**config.mk**
```make
export PLATFORM = sky130hd
export DESIGN_NAME = selective_ack_receiver_window
export DESIGN_NICKNAME = d
export VERILOG_FILES = /design/src/sarw_pkg.sv /design/src/sarw_in_stage.sv /design/src/sarw_window_calc.sv /design/src/selective_ack_receiver_window.sv
export SDC_FILE = /design/constraint.sdc
export NUM_CORES = 1
export LEC_CHECK = 0
export BUFFER_PORTS_ARGS = -buffer_cell sky130_fd_sc_hd__buf_4
export CAP_MARGIN = 10
export CORE_MARGIN = 5
export CORE_UTILIZATION = 35
export CTS_BUF_LIST = sky130_fd_sc_hd__clkbuf_8
export DETAILED_ROUTE_END_ITERATION = 6
export GPL_TIMING_DRIVEN = 0
export PLACE_DENSITY = 0.48
export REMOVE_ABC_BUFFERS = 1
export SETUP_SLACK_MARGIN = 0.02
export SYNTH_ARGS = -nofsm -noshare
export SYNTH_HDL_FRONTEND = slang
export SYNTH_SLANG_ARGS = --single-unit
```
**constraint.sdc**
```tcl
create_clock -name clk -period 9.3 [get_ports clk]
set_input_delay 0.93 -clock clk [delete_from_list [all_inputs] [get_ports clk]]
set_output_delay 0.93 -clock clk [all_outputs]
set_load 0.02 [all_outputs]
```
**src/sarw_pkg.sv**
```systemverilog
// Shared types and constants for the selective-ack receiver window.
`default_nettype none

package sarw_pkg;

  localparam int SEQ_W = 32;
  localparam int MAP_W = 31;
  localparam int WIN_W = 6;

  typedef logic [SEQ_W-1:0] seq_t;
  typedef logic [MAP_W-1:0] map_t;
  typedef logic [WIN_W-1:0] win_t;

  // window size after reset
  localparam win_t WIN_RESET = 6'd8;

  // next window state and flags for one segment
  typedef struct packed {
    seq_t next_expected;
    map_t next_held;
    logic store;
    logic advanced;
  } calc_result_t;

endpackage

`default_nettype wire

```
**src/sarw_in_stage.sv**
```systemverilog
// Input register for arriving segment sequence numbers.
`default_nettype none

module sarw_in_stage (
  input  wire logic          clk,
  input  wire logic          rst,
  input  wire logic          seg_valid,
  output logic               seg_ready,
  input  wire sarw_pkg::seq_t segment_seq,
  input  wire logic          take,
  output logic               full,
  output sarw_pkg::seq_t     seq
);

  // accept when empty or when the held beat moves on this cycle
  assign seg_ready = !full || take;

  // occupancy flag
  always_ff @(posedge clk) begin
    if (rst) begin
      full <= 1'b0;
    end else if (seg_valid && seg_ready) begin
      full <= 1'b1;
    end else if (take) begin
      full <= 1'b0;
    end
  end

  // payload, no reset
  always_ff @(posedge clk) begin
    if (seg_valid && seg_ready) begin
      seq <= segment_seq;
    end
  end

endmodule

`default_nettype wire

```
**src/sarw_window_calc.sv**
```systemverilog
// Window update logic: distance check, bitmap set, trailing-ones advance.
`default_nettype none

module sarw_window_calc #(
  parameter int MAX_WINDOW = 32
) (
  input  wire sarw_pkg::seq_t       segment_seq,
  input  wire sarw_pkg::seq_t       expected_seq,
  input  wire sarw_pkg::map_t       held_bitmap,
  input  wire sarw_pkg::win_t       window_size,
  output sarw_pkg::calc_result_t    result
);

  localparam int WIN_CAP = (MAX_WINDOW < 32) ? MAX_WINDOW : 32;
  localparam sarw_pkg::win_t WIN_CAP_W = sarw_pkg::win_t'(WIN_CAP);

  sarw_pkg::win_t win_eff;
  sarw_pkg::seq_t seg_gap;
  sarw_pkg::map_t run_mask;
  logic [31:0]    run_bits;
  logic [31:0]    first_zero;
  logic [4:0]     run_len;
  sarw_pkg::win_t adv;
  logic [31:0]    shifted;
  logic [4:0]     bit_idx;
  logic           in_window;

  // clamp window to 1..cap
  always_comb begin
    if (window_size == '0) begin
      win_eff = 6'd1;
    end else if (window_size > WIN_CAP_W) begin
      win_eff = WIN_CAP_W;
    end else begin
      win_eff = window_size;
    end
  end

  assign seg_gap = segment_seq - expected_seq;

  // only bits below win_eff - 1 count toward the run
  always_comb begin
    for (int i = 0; i < sarw_pkg::MAP_W; i++) begin
      run_mask[i] = (sarw_pkg::win_t'(i) + 6'd1) < win_eff;
    end
  end

  // lowest clear bit marks the run length
  assign run_bits   = {1'b0, held_bitmap & run_mask};
  assign first_zero = ~run_bits & (run_bits + 32'd1);

  // one-hot to index
  always_comb begin
    run_len = '0;
    for (int j = 0; j < 32; j++) begin
      run_len = run_len | (first_zero[j] ? 5'(j) : 5'd0);
    end
  end

  assign adv     = {1'b0, run_len} + 6'd1;
  assign shifted = ({1'b0, held_bitmap} >> run_len) >> 1;

  assign in_window = (seg_gap != '0) && (seg_gap < 32'(win_eff));
  assign bit_idx   = seg_gap[4:0] - 5'd1;

  // select the update
  always_comb begin
    result.next_expected = expected_seq;
    result.next_held     = held_bitmap;
    result.store         = 1'b0;
    result.advanced      = 1'b0;
    if (seg_gap == '0) begin
      result.next_expected = expected_seq + 32'(adv);
      result.next_held     = shifted[30:0];
      result.store         = 1'b1;
      result.advanced      = 1'b1;
    end else if (in_window) begin
      result.next_held = held_bitmap | (sarw_pkg::map_t'(1) << bit_idx);
      result.store     = 1'b1;
    end
  end

endmodule

`default_nettype wire

```
**src/selective_ack_receiver_window.sv**
```systemverilog
// Top level of the selective-repeat receiver window with SACK bitmap.
//
//  channel | signals                                     | dir
//  --------+---------------------------------------------+-----
//  seg     | seg_valid, seg_ready, segment_seq           | in
//  ack     | ack_valid, ack_ready, ack_seq, sack_bitmap, | out
//          | store_payload, advanced                     |
//  cfg     | cfg_valid, cfg_ready, cfg_data              | in
//
// One segment per cycle sustained while ack_ready holds; a seg beat passes the
// input register, then window logic into the output register, to the ack beat.
// The window state updates when a segment moves into the output register,
// so the next segment in the input register sees the updated state.
// Reset clears expected sequence and bitmap and sets window size to 8.
// A stalled ack holds its beat; the input register keeps taking one more segment.
`default_nettype none

module selective_ack_receiver_window #(
  parameter int MAX_WINDOW = 32
) (
  input  wire logic           clk,
  input  wire logic           rst,
  input  wire logic           seg_valid,
  output logic                seg_ready,
  input  wire sarw_pkg::seq_t segment_seq,
  output logic                ack_valid,
  input  wire logic           ack_ready,
  output sarw_pkg::seq_t      ack_seq,
  output sarw_pkg::map_t      sack_bitmap,
  output logic                store_payload,
  output logic                advanced,
  input  wire logic           cfg_valid,
  output logic                cfg_ready,
  input  wire sarw_pkg::win_t cfg_data
);

  sarw_pkg::seq_t        expected_seq;
  sarw_pkg::map_t        held_bitmap;
  sarw_pkg::win_t        window_size;
  logic                  in_full;
  sarw_pkg::seq_t        in_seq;
  logic                  take;
  sarw_pkg::calc_result_t calc;

  assign cfg_ready = 1'b1;

  // move a segment when the output register is free or draining
  assign take = in_full && (!ack_valid || ack_ready);

  sarw_in_stage u_in (
    .clk         (clk),
    .rst         (rst),
    .seg_valid   (seg_valid),
    .seg_ready   (seg_ready),
    .segment_seq (segment_seq),
    .take        (take),
    .full        (in_full),
    .seq         (in_seq)
  );

  sarw_window_calc #(
    .MAX_WINDOW (MAX_WINDOW)
  ) u_calc (
    .segment_seq  (in_seq),
    .expected_seq (expected_seq),
    .held_bitmap  (held_bitmap),
    .window_size  (window_size),
    .result       (calc)
  );

  // window state and config register
  always_ff @(posedge clk) begin
    if (rst) begin
      expected_seq <= '0;
      held_bitmap  <= '0;
      window_size  <= sarw_pkg::WIN_RESET;
    end else begin
      if (take) begin
        expected_seq <= calc.next_expected;
        held_bitmap  <= calc.next_held;
      end
      if (cfg_valid && cfg_ready) begin
        window_size <= cfg_data;
      end
    end
  end

  // output valid
  always_ff @(posedge clk) begin
    if (rst) begin
      ack_valid <= 1'b0;
    end else if (take) begin
      ack_valid <= 1'b1;
    end else if (ack_ready) begin
      ack_valid <= 1'b0;
    end
  end

  // output payload
  always_ff @(posedge clk) begin
    if (take) begin
      ack_seq       <= calc.next_expected;
      sack_bitmap   <= calc.next_held;
      store_payload <= calc.store;
      advanced      <= calc.advanced;
    end
  end

  // an advance always stores the segment
  a_adv_stores: assert property (@(posedge clk) disable iff (rst)
    ack_valid |-> (!advanced || store_payload))
    else $error("advance without store");

  // an advance moves the expected sequence
  a_adv_moves: assert property (@(posedge clk) disable iff (rst)
    (take && calc.advanced) |=> (expected_seq != $past(expected_seq)))
    else $error("advance left expected sequence unchanged");

  // state holds when no segment moves
  a_state_hold: assert property (@(posedge clk) disable iff (rst)
    !take |=> ($stable(expected_seq) && $stable(held_bitmap)))
    else $error("window state changed without a segment");

  // a segment that does not advance never clears held bits
  a_no_clear: assert property (@(posedge clk) disable iff (rst)
    (take && !calc.advanced) |=> (($past(held_bitmap) & ~held_bitmap) == '0))
    else $error("held bit cleared without advance");

  // the ack beat carries the state just written
  a_ack_state: assert property (@(posedge clk) disable iff (rst)
    take |=> (ack_seq == expected_seq && sack_bitmap == held_bitmap))
    else $error("ack differs from window state");

endmodule

`default_nettype wire
```
# ---- After elaboration in Yosys (flattened, before gate mapping)
# Cells that the tools add are included.
dict set report word_totals {
  latch_bits 0
  mem_count 0
  output_inout_bits 68
  ram_bits 0
  in_bits 43
  reg_bits 168
  rom_bits 0
}
dict set report op_classes {
  div 0
  mux 41
  add_sub_neg 5
  bitwise 34
  n_eq_ne 0
  shift 2
  mul 0
  magnitude_cmp 33
  reduce_logical 12
}
# operator count
set op_table {}
lappend op_table {{$or 5x5->5} 30}
lappend op_table {{$lt 5x6->1 const A} 16}
lappend op_table {{$mux 32} 3}
lappend op_table {{$mux 5} 16}
lappend op_table {{$lt 4x6->1 const A} 8}
lappend op_table {{$add 31x1->32 const B} 1}
lappend op_table {{$add 32x6->32} 1}
lappend op_table {{$and 32x32->32} 1}
lappend op_table {{$logic_not 32->1} 1}
lappend op_table {{$lt 32x6->1} 1}
lappend op_table {{$mux 4} 8}
lappend op_table {{$not 31->32} 1}
lappend op_table {{$reduce_bool 32->1} 1}
lappend op_table {{$shr 31x5->32} 1}
lappend op_table {{$sub 32x32->32} 1}
lappend op_table {{$and 31x31->31} 1}
lappend op_table {{$or 31x31->31} 1}
lappend op_table {{$shl 1x5->31 const A} 1}
lappend op_table {{$lt 3x6->1 const A} 4}
lappend op_table {{$lt 2x6->1 const A} 2}
lappend op_table {{$mux 3} 4}
lappend op_table {{$mux 6} 2}
lappend op_table {{$add 5x1->6 const B} 1}
lappend op_table {{$gt 6x6->1 const B} 1}
lappend op_table {{9 further kinds} 20}

# ---- Logic depth before layout (Yosys ltp)
dict set report depth {
  ltp_word 41
  ltp_mapped 24
}

# ---- By module
# From an unflattened synthesis, not the netlist that was laid out.
dict set report unflattened {
  hier_cells 1457
  area_unflattened_um2 12908.6
}
# mod area_each_um2 n_inst cells_per_inst
set by_module_without_submodules {}
lappend by_module_without_submodules {sarw_window_calc 6791.5 1 1056}
lappend by_module_without_submodules {selective_ack_receiver_window 5101.1 1 364}
lappend by_module_without_submodules {sarw_in_stage 1016.0 1 37}

# ---- Worst setup path after synthesis
# OpenSTA, ideal clock, no wires.
dict set report synth_path {
  path_kind {reg2reg}
  from {reg window_size[4]}
  to {reg ack_seq[26] (data pin)}
  n_path_buf 7
  required_time_ns 9.041
  slack_ns 4.721
  path_stages_with_launch 22
  setup_time_ns 0.259
  arrival_ns 4.320
  path_cell_list {dfxtp_1 -> buf_4 -> or2_0 -> buf_4 -> o311ai_1 -> or3_1 -> or3_1 -> o2111a_1 -> nand2_1 -> buf_2 -> buf_2 -> buf_2 -> ha_1 -> nor2b_1 -> o21ai_0 -> nand2b_1 -> a21oi_1 -> or3_1 -> buf_2 -> clkbuf_1 -> nor2_1 -> xnor2_1}
}
# item line
set synth_lines {}
lappend synth_lines {{start, declared} selective_ack_receiver_window.sv:39} ;# sarw_pkg::win_t window_size;
lappend synth_lines {{start signal, assigned} selective_ack_receiver_window.sv:76} ;# window_size <= sarw_pkg::WIN_RESET;
lappend synth_lines {{start signal, assigned} selective_ack_receiver_window.sv:83} ;# window_size <= cfg_data;
lappend synth_lines {{end signal, assigned} selective_ack_receiver_window.sv:102} ;# ack_seq <= calc.next_expected;
lappend synth_lines {{end, declared} selective_ack_receiver_window.sv:28} ;# output sarw_pkg::seq_t ack_seq,

# ---- Worst setup path after layout
dict set report layout_path {
  from {reg window_size[3]}
  to {reg expected_seq[28]}
}
dict set report layout_via {
  elab_chain_len 41
}
# item line
set layout_lines {}
lappend layout_lines {{$gt 6x6->1} sarw_window_calc.sv:32} ;# end else if (window_size > WIN_CAP_W) begin
lappend layout_lines {{$mux 6} sarw_window_calc.sv:32}
lappend layout_lines {{$mux 6 (*)} sarw_window_calc.sv:30} ;# if (window_size == '0) begin
lappend layout_lines {{$lt 1x6->1 / $lt 2x6->1 (equally long branches)} sarw_window_calc.sv:44} ;# run_mask[i] = (sarw_pkg::win_t'(i) + 6'd1) < win_eff;
lappend layout_lines {{$and 31x31->31 (*)} sarw_window_calc.sv:49} ;# assign run_bits = {1'b0, held_bitmap & run_mask};
lappend layout_lines {{$add 31x1->32 / $not 31->32 (equally long branches)} sarw_window_calc.sv:50} ;# assign first_zero = ~run_bits & (run_bits + 32'd1);
lappend layout_lines {{$and 32x32->32 (*)} sarw_window_calc.sv:50}
lappend layout_lines {{$mux 1 / $mux 2 (equally long branches)} sarw_window_calc.sv:56} ;# run_len = run_len | (first_zero[j] ? 5'(j) : 5'd0);
lappend layout_lines {{$or 5x5->5 (29 in series)} sarw_window_calc.sv:56}
lappend layout_lines {{$or 5x5->5 (*)} sarw_window_calc.sv:56}
lappend layout_lines {{$add 5x1->6 (*)} sarw_window_calc.sv:60} ;# assign adv = {1'b0, run_len} + 6'd1;
lappend layout_lines {{$add 32x6->32 (*)} sarw_window_calc.sv:73} ;# result.next_expected = expected_seq + 32'(adv);
lappend layout_lines {{$mux 32 (*)} sarw_window_calc.sv:72} ;# if (seg_gap == '0) begin
lappend layout_lines {{end signal, assigned} selective_ack_receiver_window.sv:79} ;# expected_seq <= calc.next_expected;
lappend layout_lines {{end, declared} selective_ack_receiver_window.sv:37} ;# sarw_pkg::seq_t expected_seq;
# Mark *: on every way between the ends. The rest lies on a longest branch, timed or not.
# A chain may end at the register's enable or synchronous reset.

==> out/results.ini <==
[power_and_ir_drop]
power.density_cell_area_mw_per_mm2 = 116.5
reg_power_frac = 0.515
design_internal_power_mw = 1.093
power_switching_share = 0.3190
power_frac_clock = 0.339
pwr-share-comb = 0.146
net_switching_uw = 511.9
max-vdd-ir-drop_mv = 0.08792
leakage_nw = 4.687

[clock_network]
clk_transition_reported_paths_ps = 110
cts.root.buffer_cell = sky130_fd_sc_hd__clkbuf_8
clkLatencyLatePin_ps = 510
clockBufferDepth = 2
clock_tree_from_tritoncts = yes
cts_num_sinks = 168
cts_resized = 0
count_of_hold_fix_buffers_inserted_at_cts = 0
htree_num_levels = 4
cts_made_buffers = 17
count_of_buffers_added_by_post_cts_timing_repair_for_setup = 0

[synth]
yosys.area_share.simple = 0.2023
synth_top_family_by_area = compound AO/OA/AOI/OAI gates
synth-compound-area-share = 0.2345
postSynthCellCount = 1441
synth_cell_types = 98
synth_xor_area_frac = 0.03620
yosysWarnings = 0
synth.cell_area_mm2 = 0.01234
synth_top_area_frac = 0.2360
ffs_w_async_s_r_synth = 0
number_of_enable_type_register_cells_in_the_synthesized_netlist = 97
yosys.area.top_type = sky130_fd_sc_hd__edfxtp_1
post_synth_mux_area_share = 0.07483
synth.area.top_cells = sky130_fd_sc_hd__edfxtp_1, sky130_fd_sc_hd__dfxtp_1, sky130_fd_sc_hd__mux2i_1
synth_sequential_area_ratio = 0.3512
synth.avg_cell_area_um2 = 8.564
yosys.area_share.adder = 0.04481
yosys_most_used_dff = sky130_fd_sc_hd__edfxtp_1
number_of_flip_flops_and_latches_in_the_synthesized_netlist = 168

[detailed_routing]
first_pass_iters = 5
drt_iter0_markers = 903
vias_per_cell = 5.848
remaining_drc_errors = 0
totalWireLength_um = 43450
dr_total_vias = 11360
detail_route.wl_per_cell_um = 22.37
post_route_ant_nets = 0

[setup_path]
crit_path_top_delay_cell = sky130_fd_sc_hd__dfxtp_1
crit_path_max_fanout = 39
worstPathArrival_ps = 7280
critical_path.endpoint_type = flip-flop
max_stage_delay_ps = 1130
timing.critical_path.cells = or3_1, o311a_1, nand3_2, o311ai_0, a211oi_1, nand2_2, inv_2, ha_1, fa_1, nor2b_1, o21ai_0, nand2b_1, a21oi_1, or3_1, or4_1, a21oi_1
worst_ep_required_time_ps = 9730
crit_type = reg -> reg
worst_setup_path_start_kind = flip-flop

[sta]
period_needed_ps = 6855
drv_slew = 0
final-hold-violation-count = 0
period_share = 0.7371
fmax_ghz = 0.1459
slew_headroom = 0.1956
finClkSkew_ps = 19.88
setup_viol = 0
grt_setup_unrepaired = false
final.setup.tns_ps = 0
max_slew.worst_pin.slew_ps = 1205
final_critical_path_setup_slack_ps = 2445

[finish]
sequential_cell_area_mm2 = 0.004334
final_net_count = 1560
area_of_combinational_cells_with_multiple_inputs_mm2 = 0.007333
layout_commonest_cell = sky130_fd_sc_hd__a21oi_1
share_of_layout_cells_above_drive_strength_1 = 0.1332
area_growth_from_synthesis_to_layout_pct = 11.63
mostFrequentLayoutCells = sky130_fd_sc_hd__a21oi_1, sky130_fd_sc_hd__nand2_1, sky130_fd_sc_hd__nor2_1, sky130_fd_sc_hd__buf_4, sky130_fd_sc_hd__edfxtp_1
n_fill_cell = 3573
antennaDiodeCount = 0

[floorplan]
fp.dieArea_mm2 = 0.03912
die_height_um = 197.8
core_region_area_mm2 = 0.03471
fp.dieW_um = 197.8
placement_rows = 68
initial_core_util = 0.3555
num_io_pins = 111

[global_routing]
vias_in_the_first_global_route = 11320
grt_start_max_net_pins = 102
initial_antenna_violation_count = 0
grt_overflow_total = 0
grt_first_pass_wirelength_um = 67580
total_global_routing_track_utilization = 0.2212

[status]
status = finished, final reports clean

[placed_design]
detailedPlace.worstSlack_ps = 2051
dp_hpwl_um = 32070
gp_routability_congestion = 0.9118
port_buffers = 109

[min_path]
hold_path_class = reg -> reg

[run]
cap_violations = 0

[power by group through the flow]
stage          logic (mW)  registers (mW)  clock network, mW
5_1_grt             0.260           0.830              0.587
2_1_floorplan       0.139           0.850                  0
4_1_cts             0.235           0.827              0.564
3_5_place_dp        0.234           0.844                  0
3_3_place_gp        0.233           0.847                  0
6_report            0.234           0.827              0.543
[flip-flops by register name, summed over array words and instances, names as in the netlist]
| signal | cells |
|---|---|
| held_bitmap | 31 |
| window_size | 6 |
| ack_valid | 1 |
| expected_seq | 32 |
| u_in.full | 1 |
| u_in.seq | 32 |
| store_payload | 1 |
| ack_seq | 32 |
| sack_bitmap | 31 |
| advanced | 1 |
[per-layer routing]
| metal | track usage | vias to the layer above | wire length, µm |
|---|---|---|---|
| met5 | 0 | - | 0 |
| met2 | 0.3902 | 310 | 21780 |
| li1 | - | 5459 | - |
| met3 | 0.03522 | 62 | 1921 |
| met4 | 0.06350 | 0 | 1048 |
| met1 | 0.2797 | 5525 | 18690 |
[cells by family (layout without fill, tap and decap cells)]
kind of cell,after synthesis,count (layout)
mux,90,90
other cells,1,1
fa+ha+maj,43,43
buf+inv,161,207
flops,168,168
xor+xnor,51,51
compound gates,433,433
simple gates,494,494
[synth_stat cells, types with 16 or more instances]
master	n
sky130_fd_sc_hd__nor3_1	45
sky130_fd_sc_hd__mux2i_1	72
sky130_fd_sc_hd__xnor2_1	45
sky130_fd_sc_hd__clkbuf_1	56
sky130_fd_sc_hd__a31oi_1	16
sky130_fd_sc_hd__nand2_1	120
sky130_fd_sc_hd__o21ai_0	65
sky130_fd_sc_hd__o31ai_1	18
sky130_fd_sc_hd__mux2_2	16
sky130_fd_sc_hd__o211ai_1	19
sky130_fd_sc_hd__dfxtp_1	71
sky130_fd_sc_hd__a21oi_1	127
sky130_fd_sc_hd__edfxtp_1	97
sky130_fd_sc_hd__nand4_1	24
sky130_fd_sc_hd__inv_1	57
sky130_fd_sc_hd__nor4_1	25
sky130_fd_sc_hd__nand2b_1	26
sky130_fd_sc_hd__a21o_1	30
sky130_fd_sc_hd__nor2_1	113
sky130_fd_sc_hd__buf_2	27
sky130_fd_sc_hd__nand3_1	45
sky130_fd_sc_hd__ha_1	41
sky130_fd_sc_hd__a211oi_1	44
[path summary, 6_finish.rpt]
check	start	end	slack, ps	depth (start not counted)
worst max register to register	window_size[3]$_SDFFE_PP1P_	expected_seq[28]$_SDFFE_PP0P_	2450	16
worst min-delay path	expected_seq[26]$_SDFFE_PP0P_	expected_seq[26]$_SDFFE_PP0P_	490	2
worst max-delay path	window_size[3]$_SDFFE_PP1P_	expected_seq[28]$_SDFFE_PP0P_	2450	16
worst min register to register	expected_seq[26]$_SDFFE_PP0P_	expected_seq[26]$_SDFFE_PP0P_	490	2
[worst max-delay path, delay by kind of cell, from the launching register on]
kind,cells,cell delay (ps)
adders and majority gates,2,770
and+or+nand+nor,7,2860
DFF,1,1130
AOI/OAI and AO/OA,6,1550
buffers and inverters,1,410
[per-stage QoR]
step	total power, mW	std cells	util	area (µm²)	hold WS, ps
finish	1.605	1942	0.3968	13780	485.5
global route	1.676	1942	0.3968	13780	516.5
CTS	1.626	1941	0.3964	13760	485.3
detailed placement	1.078	1909	0.3851	13370	472.2
global placement	1.079	1905	0.3824	13270	458.0
floorplan	0.9882	1341	-	11890	445.8
[final cells by class]
class                   count  area share
repair buffers            114     0.06594
multi-input cells        1112      0.5323
clock inverters            15     0.01144
clock buffers              17     0.01698
well taps                 455     0.04133
inverters                  61     0.01735
flip-flops and latches    168      0.3146
Note: power is estimated with default switching activity, not from simulation.
